## src/exsort_pkg.sv

```systemverilog
// Package for the exchange sorter: key width, controller states and the
// ordering compare. Used by exchange_sorter_unit; depends on nothing.
`timescale 1ns / 1ps

package exsort_pkg;

    localparam int KEY_W = 32;

    typedef logic [KEY_W-1:0] key_t;

    typedef enum logic [1:0] {
        ST_IDLE,
        ST_SCAN,
        ST_EMIT
    } state_t;

    // True when the key held at the lower position must be exchanged with a later one.
    function automatic logic out_of_order(input key_t a, input key_t b, input logic desc);
        logic result;
        if (desc)
        begin
            result = $signed(b) > $signed(a);
        end
        else
        begin
            result = $signed(a) > $signed(b);
        end
        return result;
    endfunction

endpackage

```

## src/exchange_sorter_unit.sv

```systemverilog
// Exchange sorter top level: collects keys into a synchronous store and
// emits them sorted once the last key of a set arrives. Depends on exsort_pkg.
// Keys are taken one per cycle while collecting. The sort makes one store read
// per compare and writes each settled key back to its output position. Each
// sorted item leaves once its position is settled and the output register is
// free. Reset clears the key count, the overflow flag and the order bit; the key
// store is not cleared.
`timescale 1ns / 1ps

module exchange_sorter_unit
    import exsort_pkg::*;
#(
    parameter int DEPTH = 32
)
(
    input  logic        clk,
    input  logic        rst_n,
    input  logic        cfg_wr_en,
    input  logic        cfg_wr_data,   // sort_descending
    input  logic        s_tvalid,
    output logic        s_tready,
    input  logic [31:0] s_tdata,       // key_value
    input  logic        s_tlast,       // set_end
    output logic        m_tvalid,
    input  logic        m_tready,
    output logic [31:0] m_tdata,       // sorted_key
    output logic        m_tlast,       // final_key
    output logic        m_tuser        // overflowed
);

    localparam int AW = $clog2(DEPTH);
    localparam int CW = $clog2(DEPTH + 1);
    localparam logic [CW-1:0] DEPTH_C = CW'(DEPTH);

    key_t key_store [DEPTH];

    state_t         state_reg, state_next;
    logic [CW-1:0]  count_reg, count_next;
    logic           ovf_reg, ovf_next;
    logic           desc_reg;
    logic [CW-1:0]  i_reg, i_next;
    logic [CW-1:0]  j_reg, j_next;
    logic           pend_valid_reg, pend_valid_next;
    logic           pend_first_reg, pend_first_next;
    logic [AW-1:0]  pend_idx_reg, pend_idx_next;
    key_t           cur_reg, cur_next;
    key_t           rdata_reg;
    logic           out_valid_reg, out_valid_next;
    key_t           out_key_reg, out_key_next;
    logic           out_last_reg, out_last_next;
    logic           out_ovf_reg, out_ovf_next;

    logic           mem_we;
    logic [AW-1:0]  mem_waddr;
    key_t           mem_wdata;
    logic [AW-1:0]  rd_addr;
    logic           issue;
    logic           out_free;

    always_ff @(posedge clk)
    begin
        if (mem_we)
        begin
            key_store[mem_waddr] <= mem_wdata;
        end
        rdata_reg <= key_store[rd_addr];
    end

    always_ff @(posedge clk or negedge rst_n)
    begin
        if (!rst_n)
        begin
            state_reg      <= ST_IDLE;
            count_reg      <= '0;
            ovf_reg        <= 1'b0;
            desc_reg       <= 1'b0;
            i_reg          <= '0;
            j_reg          <= '0;
            pend_valid_reg <= 1'b0;
            out_valid_reg  <= 1'b0;
        end
        else
        begin
            state_reg      <= state_next;
            count_reg      <= count_next;
            ovf_reg        <= ovf_next;
            i_reg          <= i_next;
            j_reg          <= j_next;
            pend_valid_reg <= pend_valid_next;
            out_valid_reg  <= out_valid_next;
            if (cfg_wr_en)
            begin
                desc_reg <= cfg_wr_data;
            end
        end
    end

    always_ff @(posedge clk)
    begin
        pend_first_reg <= pend_first_next;
        pend_idx_reg   <= pend_idx_next;
        cur_reg        <= cur_next;
        out_key_reg    <= out_key_next;
        out_last_reg   <= out_last_next;
        out_ovf_reg    <= out_ovf_next;
    end

    always_comb
    begin
        state_next      = state_reg;
        count_next      = count_reg;
        ovf_next        = ovf_reg;
        i_next          = i_reg;
        j_next          = j_reg;
        pend_valid_next = 1'b0;
        pend_first_next = pend_first_reg;
        pend_idx_next   = pend_idx_reg;
        cur_next        = cur_reg;
        out_key_next    = out_key_reg;
        out_last_next   = out_last_reg;
        out_ovf_next    = out_ovf_reg;
        mem_we          = 1'b0;
        mem_waddr       = count_reg[AW-1:0];
        mem_wdata       = s_tdata;
        rd_addr         = j_reg[AW-1:0];
        issue           = 1'b0;
        s_tready        = 1'b0;
        out_free        = !out_valid_reg || m_tready;
        out_valid_next  = out_valid_reg && !m_tready;

        unique case (state_reg)
            ST_IDLE:
            begin
                s_tready = 1'b1;
                if (s_tvalid)
                begin
                    if (count_reg < DEPTH_C)
                    begin
                        mem_we     = 1'b1;
                        count_next = count_reg + 1'b1;
                    end
                    else
                    begin
                        ovf_next = 1'b1;
                    end
                    if (s_tlast)
                    begin
                        i_next     = '0;
                        j_next     = '0;
                        state_next = ST_SCAN;
                    end
                end
            end

            ST_SCAN:
            begin
                issue = j_reg < count_reg;
                if (issue)
                begin
                    j_next          = j_reg + 1'b1;
                    pend_valid_next = 1'b1;
                    pend_first_next = j_reg == i_reg;
                    pend_idx_next   = j_reg[AW-1:0];
                end
                if (pend_valid_reg)
                begin
                    if (pend_first_reg)
                    begin
                        cur_next = rdata_reg;
                    end
                    else if (out_of_order(cur_reg, rdata_reg, desc_reg))
                    begin
                        mem_we    = 1'b1;
                        mem_waddr = pend_idx_reg;
                        mem_wdata = cur_reg;
                        cur_next  = rdata_reg;
                    end
                end
                if (!issue && !pend_valid_reg)
                begin
                    state_next = ST_EMIT;
                end
            end

            ST_EMIT:
            begin
                if (out_free)
                begin
                    mem_we         = 1'b1;
                    mem_waddr      = i_reg[AW-1:0];
                    mem_wdata      = cur_reg;
                    out_valid_next = 1'b1;
                    out_key_next   = cur_reg;
                    out_last_next  = (i_reg + 1'b1) == count_reg;
                    out_ovf_next   = ovf_reg;
                    if ((i_reg + 1'b1) == count_reg)
                    begin
                        count_next = '0;
                        ovf_next   = 1'b0;
                        state_next = ST_IDLE;
                    end
                    else
                    begin
                        i_next     = i_reg + 1'b1;
                        j_next     = i_reg + 1'b1;
                        state_next = ST_SCAN;
                    end
                end
            end

            default:
            begin
                state_next = ST_IDLE;
            end
        endcase
    end

    assign m_tvalid = out_valid_reg;
    assign m_tdata  = out_key_reg;
    assign m_tlast  = out_last_reg;
    assign m_tuser  = out_ovf_reg;

endmodule

```

## config.mk

```make
export PLATFORM = sky130hd
export DESIGN_NAME = exchange_sorter_unit
export DESIGN_NICKNAME = d
export VERILOG_FILES = /design/src/exsort_pkg.sv /design/src/exchange_sorter_unit.sv
export SDC_FILE = /design/constraint.sdc
export NUM_CORES = 1
export LEC_CHECK = 0
export ABC_CLOCK_PERIOD_IN_PS = 5400
export BUFFER_PORTS_ARGS = -buffer_cell sky130_fd_sc_hd__buf_2
export CAP_MARGIN = 30
export CORE_MARGIN = 10
export CORE_UTILIZATION = 40
export DETAILED_ROUTE_END_ITERATION = 16
export PLACE_DENSITY_LB_ADDON = 0.15
export SETUP_SLACK_MARGIN = 0.3
export SYNTH_ARGS = -nofsm -noshare
export SYNTH_HDL_FRONTEND = slang
export SYNTH_SLANG_ARGS = --single-unit
export TNS_END_PERCENT = 5
```

## constraint.sdc

```tcl
create_clock -name clk -period 5.4 [get_ports clk]
set_input_delay 0.54 -clock clk [delete_from_list [all_inputs] [get_ports clk]]
set_output_delay 0.54 -clock clk [all_outputs]
set_load 0.02 [all_outputs]
```

# Word level (Yosys, flattened, before mapping)
# Memory sizes are Yosys's and may differ from the RTL's. A register that Yosys moved wholly into a read port is not among the register bits.
# Cells that the tools add are included.
# op_classes
add_sub_neg	3
order_cmp	4
eq_ne	13
n_mux	53
reduce_logical	19
# op_table
operator	n
2-to-1 mux 32 bit	6
greater-than comparator 32 bit	2
case mux 32 bit (2 select lines)	1
2-to-1 mux 6 bit	9
case mux 6 bit (2 select lines)	2
2-to-1 mux 1 bit	22
2-to-1 mux 5 bit	4
adder 6 x 1 -> 6 bit, second input constant	3
inequality test 2 bit, second input constant	9
case mux 6 bit (3 select lines)	1
AND reduction 5 bit	3
== test 6 bit	2
case mux 5 bit (2 select lines)	1
2-to-1 mux 2 bit	4
less-than comparator 6 bit	1
less-than comparator 6 bit, second input constant	1
case mux 2 bit (3 select lines)	1
AND reduction 6 bit	1
logical NOT 1 bit	4
AND reduction 2 bit	2
AND reduction 4 bit	1
nonzero test 2 bit	2
case mux 1 bit (3 select lines)	1
AND reduction 3 bit	1
7 further kinds	8
# word_totals
reg_bits	96
mem_bits_rw	1024
in_bits	39
output_inout_bits	36
elab_cells	107
memories	1
# mem_list
memory	depth	width	rd	rd_clocked_by_memory_dff	write_ports	line_no	source
key_store	32	32	1	1	1	exchange_sorter_unit.sv:35	key_t key_store [DEPTH];

# Logic depth before layout (Yosys ltp)
# Gate-level depths: netlist of the first run.
# logic_depth
depth_word	11
depth_mapped	13
mapped_depth_nobuf	11

# Worst setup path before layout of the first run
# No wires, ideal clock.
# synth_timing
path_kind	register -> register
startpoint	register cur_reg[31]
endpoint	memory key_store[0][0] (netlist name), enable pin
setup_ns	0.421
arrival_ns	4.126
required_time_ns	4.979
slack_ns	0.853
path_stages_with_launch	13
path_buffers	2
period_less_slack_ns	4.547
cell_sequence	edfxtp_1 ha_1 buf_6 nand4_4 or4_4 o211ai_2 a21oi_1 o21a_4 or2_1 buf_6 a311oi_4 nand4_2 nor2_1
# synth_via
elab_chain_len	11
elab_cells_between_ends	16
cone_classes	order compare: 2; mux: 14
# synth_lines
element	line_no	source
start: declaration	exchange_sorter_unit.sv:46	key_t cur_reg, cur_next;
start signal: assignment	exchange_sorter_unit.sv:102	cur_reg <= cur_next;
greater-than comparator 32 bit (on tied branches)	exsort_pkg.sv:26, exsort_pkg.sv:22	
2-to-1 mux 1 bit (*)	exsort_pkg.sv:20	if (desc)
2-to-1 mux 1 bit (*)	exchange_sorter_unit.sv:167	if (pend_first_reg)
2-to-1 mux 1 bit (*)	exchange_sorter_unit.sv:165	if (pend_valid_reg)
2-to-1 mux 1 bit (*)	exchange_sorter_unit.sv:131	unique case (state_reg)
2-to-1 mux 1 bit	exchange_sorter_unit.sv:171	else if (out_of_order(cur_reg, rdata_reg, desc_reg))
2-to-1 mux 1 bit	exchange_sorter_unit.sv:167	
2-to-1 mux 1 bit	exchange_sorter_unit.sv:165	
case mux 1 bit (3 select lines)	exchange_sorter_unit.sv:131	
2-to-1 mux 1 bit	exchange_sorter_unit.sv:62	if (mem_we)
2-to-1 mux 1 bit (implied by the code)	exchange_sorter_unit.sv:64	key_store[mem_waddr] <= mem_wdata;
end: declaration	exchange_sorter_unit.sv:35	
# Mark *: on every way between the ends. The rest lies on a longest branch, timed or not. The select of a mux whose other input is x is not followed.

# Worst setup path after layout of the first run
# layout_timing
startpoint	register cur_reg[21]
endpoint	memory key_store[15][2] (netlist name), enable pin
# Same word-level chain as after synthesis.

==> results of run 1 <==
==> layer usage <==
layer,wire length [um],vias up,GRT usage
met2,54430,670,0.2861
met5,0,-,0
met4,2831,0,0.04811
met1,48780,11580,0.2546
li1,-,8853,-
met3,6972,159,0.02907
==> power by group through the flow <==
stage / sequential [mW] / clock [mW] / combinational [mW]
after global routing: 13.0 / 8.68 / 8.58
after floorplan: 12.9 / 0 / 4.63
after CTS: 12.9 / 8.34 / 8.15
after detailed placement: 13.1 / 0 / 8.13
after global placement: 13.1 / 0 / 7.96
final: 12.9 / 8.16 / 8.00
==> timing repair <==
action	in CTS	in global routing
hold buffers	2	0
setup buffers	0	0
endpoints found under the hold margin	25	0
==> area by class of cell <==
type                       count  area, sq um
antenna                        2        5.005
clock buffer                 149         3152
clock inverter                69        729.5
fill                        9159        59110
inverter                      52        195.2
multi-input combinational    699        10330
sequential                  1152        34170
tap                         1488         1862
timing repair buffer         177         1424
==> cell families (layout without fill, tap and decap cells) <==
group | count (synthesis) | in the layout | share of synthesized area
compound gates | 147 | 147 | 0.02391
flops | 1152 | 1152 | 0.7624
buf+inv | 149 | 447 | 0.01299
other cells | 0 | 2 | 0
xor+xnor | 19 | 19 | 0.003715
simple gates | 136 | 136 | 0.01550
mux | 353 | 353 | 0.1692
fa+ha+maj | 44 | 44 | 0.01229
==> critical path, stage by stage (launching register included) <==
cell	delay, ps
edfxtp_1	530
ha_1	380
a21oi_1	170
o21a_1	260
o221a_2	270
o21ai_0	180
nor3b_2	550
o21ai_0	300
a21oi_2	500
nand4_1	510
nor2_4	220
buf_4	490
==> worst paths after layout <==
check	start	to	slack [ps]	cells after the start
worst max-delay path	cur_reg[21]$_DFFE_PP_	key_store[15][2]$_DFFE_PP_	630	11
worst min-delay path	cfg_wr_data	desc_reg$_DFFE_PN0P_	60	3
worst max register to register	cur_reg[21]$_DFFE_PP_	key_store[15][2]$_DFFE_PP_	630	11
worst min register to register	rdata_reg[12]$_DFF_P_	cur_reg[12]$_DFFE_PP_	430	0
max in group asynchronous	rst_n	j_reg[2]$_DFFE_PN0P_	4570	2
min in group asynchronous	rst_n	count_reg[0]$_DFFE_PN0P_	380	2
==> stage by stage <==
step / util / instances / setup slack, ps
2_1_floorplan: - / 2000 / 853.2
3_3_place_gp: 0.4322 / 3566 / 853.9
3_5_place_dp: 0.4322 / 3566 / 718.7
4_1_cts: 0.4673 / 3786 / 700.8
5_1_grt: 0.4673 / 3786 / 371.4
6_report: 0.4674 / 3788 / 633.4
==> placed cells by master (no fill, tap or decap), drive strengths merged, types with 4 or more instances in the layout <==
master    instances
edfxtp         1096
mux4            320
buf             175
clkbuf          149
inv              56
clkinv           45
ha               44
nor2             41
nand2            37
o21ai            35
a22o             35
mux2             32
dfxtp            32
a21oi            28
dfrtp            24
nand4            19
bufinv           14
xnor2            11
xor2              8
nand3             8
o22ai             6
clkinvlp          6
o21a              6
nor3              5
nor2b             5
a21o              5
a31oi             5
nand2b            4
or2               4
==> results.json, run 1 <==
{
  "floorplan.initialDensity": 0.4036,
  "power.total_mw": 29.07,
  "tightest_slew_ps": 980.4,
  "synth_top_cells_by_area": "edfxtp_1 (73%), mux4_2 (16%), dfxtp_1 (1.4%)",
  "min_path_type": "in2reg",
  "antenna_left": 0,
  "clock_skew_ps": 23.90,
  "yosysSeqAreaShare": 0.7624,
  "rsz0062_at_grt": "no",
  "synth_edf_count": 1096,
  "gp_congestion": 0.8183,
  "p_leak_nw": 16.40,
  "ir_drop_mv": 0.4169,
  "setup-violations-final": 0,
  "max_freq_mhz": 209.8,
  "first_pass_iters": 5,
  "p_per_area_nw_per_um2": 560.4,
  "grt_first_pass_wirelength_mm": 163.4,
  "dieArea_sq_um": 125800,
  "cap_viol_max_count": 0,
  "placed_cell_area_sq_um": 47960,
  "cts_root_buf": "clkbuf_16",
  "avgViaCountPerCell": 5.614,
  "clock_tree.buffer_depth": 3,
  "place_hpwl_mm": 67.56,
  "yosysUniqueCellTypes": 65,
  "grt_max_degree": 113,
  "syn_to_final_growth_pct": 15.79,
  "clk_pin_slew_worst_paths_ps": 60,
  "largest_reg_flops": 1024,
  "grt_pass1_vias": 21940,
  "finalNetCount": 2282,
  "status": "finished, final reports clean",
  "yosysWarnings": 0,
  "avgSynthCellArea_sq_um": 22.40,
  "worstSetupPathType": "reg2reg",
  "drt_iter0_drc": 2230,
  "cts_tree": "done",
  "grt_use_total": 0.1791,
  "rows": 122,
  "final_area_sq_um": 51870,
  "final-hold-violation-count": 0,
  "numCtsBuffers": 117,
  "wl_per_cell_um": 29.84,
  "top_register": "key_store",
  "cts_resized": 0,
  "yosys-top-cells-count": "edfxtp_1 (1096), mux4_2 (320), clkbuf_1 (64)",
  "postSynthNetCount": 2083,
  "die_h_um": 354.6,
  "p_sw_mw": 9.072,
  "finalSetupTns_ps": 0,
  "whs_ps": 56.42,
  "critPathRequiredTime_ps": 5720,
  "io_pins": 75,
  "io_buffers": 74,
  "timing.final.crit_share": 0.8827,
  "yosysMostFrequentCell": "edfxtp_1",
  "arrival_ps": 5080,
  "cts.sinks": 1152,
  "drc": 0,
  "grt_overflow": 0,
  "drive_gt1_frac": 0.3333,
  "pwr-share-clk": 0.281,
  "maxSlewHeadroom": 0.3464,
  "seqPwrFrac": 0.444,
  "cp-end-kind": "register",
  "synth_area_sq_um": 44790,
  "coreArea_sq_um": 111000,
  "cp-start-kind": "register",
  "die_x_um": 354.6,
  "synthArstFlopShare": 0.02083,
  "p_int_mw": 20.00,
  "slew_viol_final": 0,
  "syn_inst": 2000,
  "wl_mm": 113.0,
  "worst_skew_pair.late_latency_ps": 700,
  "yosysTopAreaCell": "edfxtp_1",
  "power_frac_comb": 0.275,
  "synth_ff_type": "edfxtp_1",
  "p_sw_frac": 0.3121,
  "synth_seq_cells": 1152,
  "fin_crit_ps": 4767,
  "route.vias.total": 21260,
  "synth.top_cell.area_share": 0.7347,
  "htree_levels": 3,
  "crit_fanout": 32,
  "antenna_found_initial": 5
}
Note: power is estimated with default switching activity, not from simulation.
==> inputs of run 2 (changes only) <==
- BUFFER_PORTS_ARGS: -buffer_cell sky130_fd_sc_hd__buf_2 -> not set
- DONT_BUFFER_PORTS: not set -> 1
- RECOVER_POWER: not set -> 50
==> results.json, run 2 (synthesis results as in run 1) <==
{
  "finalNetCount": 2210,
  "p_per_area_nw_per_um2": 563.2,
  "dieArea_sq_um": 125800,
  "p_leak_nw": 16.06,
  "grt_use_total": 0.1815,
  "worst_skew_pair.late_latency_ps": 720,
  "post_cts_buffers": 0,
  "status": "complete, but fails checks",
  "avgViaCountPerCell": 5.641,
  "ir_drop_mv": 0.5264,
  "syn_to_final_growth_pct": 14.66,
  "grt_first_pass_wirelength_mm": 164.8,
  "fill_cells": 9186,
  "antenna_left": 0,
  "clock_skew_ps": 30.57,
  "cts_tree": "done",
  "tightest_slew_ps": 3641,
  "whs_path_depth": 2,
  "numCtsBuffers": 118,
  "fin_util": 0.4628,
  "cp-end-kind": "register",
  "grt_max_degree": 105,
  "maxSlewHeadroom": -1.427,
  "grt_pass1_vias": 21700,
  "worst-r2r-cell-count": 11,
  "rows": 122,
  "drive_gt1_frac": 0.2907,
  "io_pins": 75,
  "top_register": "key_store",
  "cts_resized": 0,
  "crit_fanout": 32,
  "grt_overflow": 0,
  "coreArea_sq_um": 111000,
  "dp_slack_ps": 764.1,
  "gp_congestion": 0.8163,
  "slew_viol_final": 277,
  "critPathRequiredTime_ps": 5820,
  "timing.final.crit_share": 0.9253,
  "drc": 0,
  "final-hold-violation-count": 0,
  "critPathLaunch": "cur_reg[19]$_DFFE_PP_",
  "max_freq_mhz": 200.1,
  "drt_iter0_drc": 1953,
  "arrival_ps": 5410,
  "setup-violations-final": 0,
  "final_common_cell": "edfxtp_1",
  "fin_ws_ps": 403.5,
  "clk_pin_slew_worst_paths_ps": 60,
  "first_pass_iters": 5,
  "hold_start": "s_tvalid",
  "place_hpwl_mm": 67.32,
  "violations": "capacitance limit, slew limit",
  "route.vias.total": 20960,
  "die_h_um": 354.6,
  "die_x_um": 354.6,
  "reg2reg_from": "cur_reg[19]$_DFFE_PP_",
  "worstSetupPathType": "reg2reg",
  "cp-start-kind": "register",
  "largest_reg_flops": 1024,
  "min_path_type": "in2reg",
  "mostFrequentLayoutCells": "edfxtp_1 (1096), mux4_2 (320), clkbuf_16 (120)",
  "rsz0062_at_grt": "no",
  "io_buffers": 0,
  "cap_viol_max_count": 6,
  "wl_per_cell_um": 30.89,
  "cts_root_buf": "clkbuf_16",
  "clock_tree.buffer_depth": 3,
  "finalSetupTns_ps": 0,
  "antenna_found_initial": 6,
  "power.total_mw": 28.93,
  "holdBufCountCts": 4,
  "htree_levels": 3,
  "wl_mm": 114.8,
  "fin_crit_ps": 4996,
  "cts.sinks": 1152,
  "floorplan.initialDensity": 0.4036
}
==> run 2: cell count changes in the layout (fill, tap and decap cells not counted), sizes merged <==
cell         change
clkbuf          +39
dlygate4sd3      +1
inv              -2
diode            -1
bufinv           -5
buf            -109
clkinv           +7
clkinvlp         -3
==> run 2: worst paths after layout <==
kind	endpoint	slack (ps)
hold / removal	ovf_reg$_DFFE_PN0P_	80
setup reg to reg	key_store[15][22]$_DFFE_PP_	400
max in group asynchronous	j_reg[1]$_DFFE_PN0P_	3620
min in group asynchronous	count_reg[1]$_DFFE_PN0P_	750
hold reg to reg	cur_reg[26]$_DFFE_PP_	430
setup / recovery	key_store[15][22]$_DFFE_PP_	400
==> run 2: cell type report <==
type	instances	area [sq um]	share of cell area
antenna	1	2.502	0.00004872
clock buffer	153	3227	0.06282
clock inverter	66	609.3	0.01186
inverter	52	195.2	0.003800
multi-input combinational	699	10250	0.1996
sequential	1152	34160	0.6651
tap	1488	1862	0.03625
timing repair buffer	104	1054	0.02051
==> run 2: where the power goes <==
group          internal (mW)  switching [mW]
sequential              12.5           0.500
combinational           2.74            5.19
clock                   4.63            3.38
==> run 2: per-stage QoR <==
| step | hold WS, ps | cells | cell area, sq um |
|---|---|---|---|
| after global routing | 51.15 | 3714 | 51360 |
| after global placement | 245.4 | 3491 | 47730 |
| final | 78.72 | 3715 | 51360 |
| after floorplan | 244.4 | 2000 | 44790 |
| after CTS | 33.40 | 3714 | 51620 |
| after detailed placement | 245.4 | 3491 | 47730 |
==> run 2: routing by layer <==
layer,GRT usage,share of wire,up-vias
met5,0,0.00030,-
li1,-,-,8700
met4,0.04669,0.027,6
met2,0.2962,0.49,661
met1,0.2527,0.43,11420
met3,0.03075,0.057,168
==> run 2: critical path, stage by stage (launching register included) <==
cell	delay [ps]
edfxtp_1	430
ha_1	340
nand2_1	50
o21ai_0	820
a21oi_1	150
o21ai_0	260
nor3b_2	220
or2_1	400
o21bai_2	1060
buf_12	270
a22o_1	140
clkbuf_2	480
